<file path="src/hdl/pcs_pkg.sv">
// Shared types, character codes and the per-byte scan step for the comment stripper.
package pcs_pkg;

    localparam int FIFO_DEPTH = 4;
    localparam int FIFO_AW    = $clog2(FIFO_DEPTH);
    localparam int FIFO_CW    = $clog2(FIFO_DEPTH + 1);

    localparam logic [7:0] CH_QUOTE  = 8'h27;
    localparam logic [7:0] CH_SLASH  = 8'h2F;
    localparam logic [7:0] CH_LBRACE = 8'h7B;
    localparam logic [7:0] CH_RBRACE = 8'h7D;
    localparam logic [7:0] CH_LPAREN = 8'h28;
    localparam logic [7:0] CH_STAR   = 8'h2A;
    localparam logic [7:0] CH_RPAREN = 8'h29;
    localparam logic [7:0] CH_NL     = 8'h0A;

    typedef enum logic [8:0] {
        M_PLAIN = 9'b000000001,
        M_QUOTE = 9'b000000010,
        M_SLASH = 9'b000000100,
        M_BRACE = 9'b000001000,
        M_PAREN = 9'b000010000,
        M_NL    = 9'b000100000,
        M_LINE  = 9'b001000000,
        M_BLOCK = 9'b010000000,
        M_BSTAR = 9'b100000000
    } mode_t;

    typedef struct packed {
        logic       last;
        logic [7:0] ch;
    } res_t;

    typedef struct packed {
        mode_t      mode;
        logic       prev_nl;
        logic [1:0] count;
        res_t       r0;
        res_t       r1;
    } step_t;

    typedef struct packed {
        mode_t mode;
        logic  emit;
    } plain_t;

    function automatic plain_t plain_step(input logic [7:0] c);
        plain_t p;
        p.emit = 1'b0;
        case (c)
            CH_QUOTE: begin
                p.mode = M_QUOTE;
                p.emit = 1'b1;
            end
            CH_SLASH:  p.mode = M_SLASH;
            CH_LBRACE: p.mode = M_BRACE;
            CH_LPAREN: p.mode = M_PAREN;
            CH_NL:     p.mode = M_NL;
            default: begin
                p.mode = M_PLAIN;
                p.emit = 1'b1;
            end
        endcase
        return p;
    endfunction

    function automatic step_t scan_step(input mode_t mode, input logic prev_nl,
                                        input logic [7:0] c);
        step_t      s;
        plain_t     p;
        logic       c0_v;
        logic [7:0] c0_c;
        logic       c1_v;
        logic       k0;
        logic       k1;
        logic       pn;
        p    = plain_step(c);
        c0_v = 1'b0;
        c0_c = c;
        c1_v = 1'b0;
        s.mode = mode;
        case (mode)
            M_QUOTE: begin
                if (c == CH_QUOTE) s.mode = M_PLAIN;
                c0_v = 1'b1;
            end
            M_SLASH: begin
                if (c == CH_SLASH) begin
                    s.mode = M_LINE;
                end else begin
                    c0_v   = 1'b1;
                    c0_c   = CH_SLASH;
                    c1_v   = p.emit;
                    s.mode = p.mode;
                end
            end
            M_BRACE: begin
                if (c == CH_RBRACE) s.mode = M_PLAIN;
            end
            M_PAREN: begin
                if (c == CH_STAR) begin
                    s.mode = M_BLOCK;
                end else begin
                    c0_v   = 1'b1;
                    c0_c   = CH_LPAREN;
                    c1_v   = p.emit;
                    s.mode = p.mode;
                end
            end
            M_NL: begin
                if (c != CH_NL) begin
                    c0_v   = 1'b1;
                    c0_c   = CH_NL;
                    c1_v   = p.emit;
                    s.mode = p.mode;
                end
            end
            M_LINE: begin
                if (c == CH_NL) begin
                    c0_v   = 1'b1;
                    c0_c   = CH_NL;
                    s.mode = M_NL;
                end
            end
            M_BLOCK: begin
                if (c == CH_STAR) s.mode = M_BSTAR;
            end
            M_BSTAR: begin
                if (c == CH_RPAREN) s.mode = M_PLAIN;
                else if (c != CH_STAR) s.mode = M_BLOCK;
            end
            default: begin
                c0_v   = p.emit;
                s.mode = p.mode;
            end
        endcase
        // drop a newline that follows a newline (or the start of output)
        pn = prev_nl;
        k0 = c0_v && !((c0_c == CH_NL) && pn);
        if (k0) pn = (c0_c == CH_NL);
        k1 = c1_v && !((c == CH_NL) && pn);
        if (k1) pn = (c == CH_NL);
        s.prev_nl = pn;
        s.count   = {1'b0, k0} + {1'b0, k1};
        s.r0.ch   = k0 ? c0_c : c;
        s.r0.last = !(k0 && k1);
        s.r1.ch   = c;
        s.r1.last = 1'b1;
        return s;
    endfunction

endpackage

</file>
<file path="src/hdl/pascal_comment_stripper.sv">
// Top level of the Pascal comment stripper: input register, scan step and result queue.
// Strips brace, (* *) and // comments from a byte stream, passes quoted literals as they
// are and collapses newline runs. Each accepted byte waits in the input register until
// the queue has room for two results, is then scanned and yields zero, one or two result
// bytes, which enter a four-entry queue; the last byte caused by an input carries m_tlast.
// One result leaves per cycle while m_tready is high, so the block sustains one input per
// cycle while inputs yield at most one byte each; when every input yields two, the single
// result port limits the input rate. A pending '/', '(' or newline is held until the next
// byte arrives.
module pascal_comment_stripper (
    input  logic       aclk,
    input  logic       aresetn,
    input  logic       s_tvalid,
    output logic       s_tready,
    input  logic [7:0] s_tdata,   // [7:0] in_char
    output logic       m_tvalid,
    input  logic       m_tready,
    output logic [7:0] m_tdata,   // [7:0] out_char
    output logic       m_tlast    // last_of_run
);

    logic                       in_valid_reg;
    logic [7:0]                 in_data_reg;
    pcs_pkg::mode_t             mode_reg;
    logic                       prev_nl_reg;
    pcs_pkg::res_t              mem [pcs_pkg::FIFO_DEPTH];
    logic [pcs_pkg::FIFO_AW-1:0] rd_ptr_reg;
    logic [pcs_pkg::FIFO_AW-1:0] wr_ptr_reg;
    logic [pcs_pkg::FIFO_CW-1:0] count_reg;
    logic [pcs_pkg::FIFO_CW-1:0] count_next;
    pcs_pkg::step_t             step;
    logic                       consume;
    logic                       pop;
    logic                       s_xfer;

    assign step    = pcs_pkg::scan_step(mode_reg, prev_nl_reg, in_data_reg);
    assign consume = in_valid_reg &&
                     (count_reg <= pcs_pkg::FIFO_CW'(pcs_pkg::FIFO_DEPTH - 2));
    assign s_tready = !in_valid_reg || consume;
    assign s_xfer   = s_tvalid && s_tready;
    assign m_tvalid = (count_reg != '0);
    assign pop      = m_tvalid && m_tready;
    assign m_tdata  = mem[rd_ptr_reg].ch;
    assign m_tlast  = mem[rd_ptr_reg].last;

    always_comb begin
        count_next = count_reg;
        if (consume) count_next = count_next + pcs_pkg::FIFO_CW'(step.count);
        if (pop)     count_next = count_next - pcs_pkg::FIFO_CW'(1);
    end

    always_ff @(posedge aclk) begin
        if (!aresetn) begin
            in_valid_reg <= 1'b0;
            mode_reg     <= pcs_pkg::M_PLAIN;
            prev_nl_reg  <= 1'b1;
            rd_ptr_reg   <= '0;
            wr_ptr_reg   <= '0;
            count_reg    <= '0;
        end else begin
            if (s_xfer) begin
                in_valid_reg <= 1'b1;
            end else if (consume) begin
                in_valid_reg <= 1'b0;
            end
            if (consume) begin
                mode_reg    <= step.mode;
                prev_nl_reg <= step.prev_nl;
                wr_ptr_reg  <= wr_ptr_reg + pcs_pkg::FIFO_AW'(step.count);
            end
            if (pop) rd_ptr_reg <= rd_ptr_reg + pcs_pkg::FIFO_AW'(1);
            count_reg <= count_next;
        end
    end

    always_ff @(posedge aclk) begin
        if (s_xfer) in_data_reg <= s_tdata;
        if (consume && (step.count != 2'd0)) mem[wr_ptr_reg] <= step.r0;
        if (consume && (step.count == 2'd2)) begin
            mem[wr_ptr_reg + pcs_pkg::FIFO_AW'(1)] <= step.r1;
        end
    end

endmodule

</file>
<file path="config.mk">
export PLATFORM = sky130hd
export DESIGN_NAME = pascal_comment_stripper
export DESIGN_NICKNAME = d
export VERILOG_FILES = /design/src/hdl/pcs_pkg.sv /design/src/hdl/pascal_comment_stripper.sv
export SDC_FILE = /design/constraint.sdc
export NUM_CORES = 1
export LEC_CHECK = 0
export BUFFER_PORTS_ARGS = -buffer_cell sky130_fd_sc_hd__buf_4
export CAP_MARGIN = 20
export CELL_PAD_IN_SITES_DETAIL_PLACEMENT = 0
export CELL_PAD_IN_SITES_GLOBAL_PLACEMENT = 1
export CORE_MARGIN = 2
export CORE_UTILIZATION = 43
export DETAILED_ROUTE_END_ITERATION = 10
export GPL_TIMING_DRIVEN = 0
export PLACE_DENSITY = 0.78
export SLEW_MARGIN = 5
export SYNTH_ARGS = -nofsm -noshare
export SYNTH_HDL_FRONTEND = slang
export SYNTH_SLANG_ARGS = --single-unit
export TNS_END_PERCENT = 5
</file>
<file path="constraint.sdc">
create_clock -name aclk -period 4.06 [get_ports aclk]
set_clock_uncertainty 0.2 [all_clocks]
set_input_delay 0.812 -clock aclk [delete_from_list [all_inputs] [get_ports aclk]]
set_output_delay 0.812 -clock aclk [all_outputs]
set_load 0.01 [all_outputs]
</file>
==> impl_metrics.ini <==
[sta]
fin_crit_ns = 4.18
max_slew_margin_pct = 47.8
finalCritPeriodShare_pct = 103
finalWorstSetupSlack_ns = -0.119
hold_viol = 0
tns_ns = -0.123
tightest_slew_ns = 0.783
drv_slew = 0
timing.fmax_mhz = 239
setup_viol = 2
rsz0062_at_grt = true

[synthesis]
synthXorXnorAreaFrac_pct = 1.87
yosysWarnings = 0
synthCells = 380
synth_edf_count = 40
synth_top_family_by_area = simple AND/OR/NAND/NOR gates
synthAdderAreaFrac_pct = 2.53
syn_nets = 399
syn_avg_cell_area_um2 = 9.88
synth_area_leaders = edfxtp_1 32%, dfxtp_1 13%, mux4_2 5.4%
yosys.area_share.simple_pct = 24.0
synth_top_area_share_pct = 32.0
async_flop_share_pct = 0
ys_seq_area_share_pct = 44.8
synth-compound-area-share_pct = 15.3
ys_ff_latch = 64
synth_ff_type = edfxtp_1
syn_area_um2 = 3750
synth_mux_area_share_pct = 7.73
synth_top_area_cell = edfxtp_1
synth.distinct_cells = 62

[drt]
met2_length_mm = 4.06
wl_mm = 8.53
drt_iter0_drc = 182
viasPerCell = 5.63
drc = 0
drt_first_pass_iters = 4
antenna_left = 0
wirelength_met1_mm = 3.95
via_count = 3009
wl_met3_um = 354
wl_per_cell_um = 16.0
top_layer = met4

[clocking]
htreeDepth = 3
cts_made_buffers = 9
cts_hold_buf = 0
clk_path_buf_depth = 2
cts.sinks = 64
insertion_delay_ns = 0.34
root_buffer = clkbuf_8
cts_tree = done
clk_pin_slew_ns = 0.08

[final_layout]
diodes = 0
fin_nets = 440
largest_reg_flops = 36
drive_above_1_share_pct = 21.1
finalInstanceArea_um2 = 4490
area_growth_syn_to_layout_pct = 19.7
fillerInstances = 804
utilization_pct = 52.3

[floorplanning]
core_area_um2 = 8590
fp-row-count = 34
die_h_um = 97.4
ios = 23
die_w_um = 97.4
initial_core_util_pct = 43.7
die_area_um2 = 9500

[setup_path]
timing.rr.end = count_reg[2]$_SDFF_PN0_
cp-end-kind = flop
r2r_slack_ns = -0.12
r2r_start = in_data_reg[0]$_DFFE_PP_
crit_chain = buf_6 -> or4b_4 -> or4_4 -> mux2i_4 -> a311oi_4 -> a21oi_2 -> ha_1 -> ha_2 -> inv_2 -> fa_1 -> nor2_2 -> a21oi_2 -> ha_1 -> nand2_1 -> xor2_1 -> and2_1
worstRegToRegCells = 16
critPathRequiredTime_ns = 4.10
path_class = flop to flop
critPathMaxStageDelay_ns = 0.55
start_kind = flop
slowest_stage = or4b_4
worst-path-max-fanout = 3
cp.arrival_ns = 4.22

[power]
max-vdd-ir-drop_uv = 201
pwr_density_cell_nw_per_um2 = 494
leakagePower_nw = 1.61
total_power_mw = 2.22

[global_routing]
grt_pass1_wl_mm = 14.1
grt_max_degree = 13
grt_pass1_vias = 2704
antenna_found_initial = 0
grt_usage_pct = 18.5
grt_overflow = 0

[placed_design]
dpl_cell_area_um2 = 4050
port_buffers = 21
gp_congestion = 0.920
dp_hpwl_mm = 6.25
place_ws_ns = -0.403

[flow_run]
drv_cap = 0

[run_status]
status = complete, but fails checks
violations = negative setup slack

[min_path]
min_path_type = flop to flop
holdPathEnd = mem[3][8]$_SDFFE_PP1N_
holdPathStages = 2
min_from = mem[3][8]$_SDFFE_PP1N_
power by group:
| group | internal [mW] | switching (mW) | leakage [nW] |
|---|---|---|---|
| clock | 0.534 | 0.259 | 0.144 |
| sequential | 0.778 | 0.0484 | 0.609 |
| combinational | 0.294 | 0.307 | 0.860 |
| total | 1.61 | 0.614 | 1.61 |
metrics by stage:
| step | instances | hold WS, ns |
|---|---|---|
| 6_report | 534 | 0.286 |
| 5_1_grt | 534 | 0.301 |
| 4_1_cts | 528 | 0.292 |
| 3_5_place_dp | 509 | 0.275 |
| 3_3_place_gp | 509 | 0.264 |
| 2_1_floorplan | 380 | 0.248 |
critical path, delay by kind of cell, from the launching register on:
kind                     cells  cell delay, ns
multiplexers                 1            0.22
AND/OR/NAND/NOR              5            1.27
buffers and inverters        2            0.16
flip-flops                   1            0.38
AO/OA/AOI/OAI                3            0.54
adder cells (fa/ha/maj)      4            1.14
XOR/XNOR                     1            0.16
per-layer routing:
| metal | global-route usage, % | vias up |
|---|---|---|
| met5 | 0 | - |
| met1 | 26.1 | 1439 |
| met3 | 3.09 | 15 |
| met2 | 28.5 | 75 |
| met4 | 6.94 | 0 |
| li1 | - | 1480 |
cells by family (layout without fill, tap and decap cells):
| group | Yosys count | count (layout) |
|---|---|---|
| adder cells (fa/ha/maj) | 7 | 7 |
| AND/OR/NAND/NOR | 163 | 163 |
| flip-flops | 64 | 64 |
| buffers and inverters | 34 | 80 |
| XOR/XNOR | 8 | 8 |
| AO/OA/AOI/OAI | 87 | 87 |
| multiplexers | 17 | 17 |
cells in the mapped netlist, types with 7 or more instances:
library cell and n:
and2_1 7, o21a_1 8, mux4_2 9, nor2_1 29
xnor2_1 7, inv_1 12, clkbuf_1 18, or3_1 10
nor2b_1 9, nand2_1 53, o21ai_0 27, a21oi_1 19
edfxtp_1 40, dfxtp_1 24, o31ai_1 7, nor3_1 11
placed cells by master (no fill, tap or decap), types with 10 or more instances in the layout:
cell,instances
edfxtp_1,40
clkbuf_1,18
a21oi_1,16
or3_1,10
inv_1,11
nor3_1,10
o21ai_0,27
nand2_1,49
nor2_1,28
dfxtp_1,24
buf_4,31
how the worst max path moves through the flow:
stage	start	slack (ns)	cells past startpoint	end
after global placement	in_data_reg[4]$_DFFE_PP_	-0.39	16	count_reg[2]$_SDFF_PN0_
after detailed placement	in_data_reg[4]$_DFFE_PP_	-0.40	16	count_reg[2]$_SDFF_PN0_
after global routing	in_data_reg[0]$_DFFE_PP_	-0.29	16	count_reg[2]$_SDFF_PN0_
after floorplan	in_data_reg[0]$_DFFE_PP_	-0.01	16	count_reg[2]$_SDFF_PN0_
final	in_data_reg[0]$_DFFE_PP_	-0.12	16	count_reg[2]$_SDFF_PN0_
after CTS	in_data_reg[0]$_DFFE_PP_	-0.12	16	count_reg[2]$_SDFF_PN0_
layout make-up:
type,instances,area [µm²],share of cell area (%)
multi-input cells,282,2010,44.8
flip-flops and latches,64,1680,37.4
repair buffers,30,225,5.01
clock inverters,7,168,3.73
well taps,108,135,3.01
clock buffers,9,124,2.76
plain buffers,22,101,2.26
inverters,12,45.0,1.00
what timing repair did:
item | CTS | global route
gates cloned | 0 | 0
endpoints found under the hold margin | 0 | 0
setup buffers | 3 | 7
pin swaps | 4 | 2
gates resized for setup | 7 | 11
endpoints found under the setup margin | 50 | 57
(Power assumes the default switching activity.)
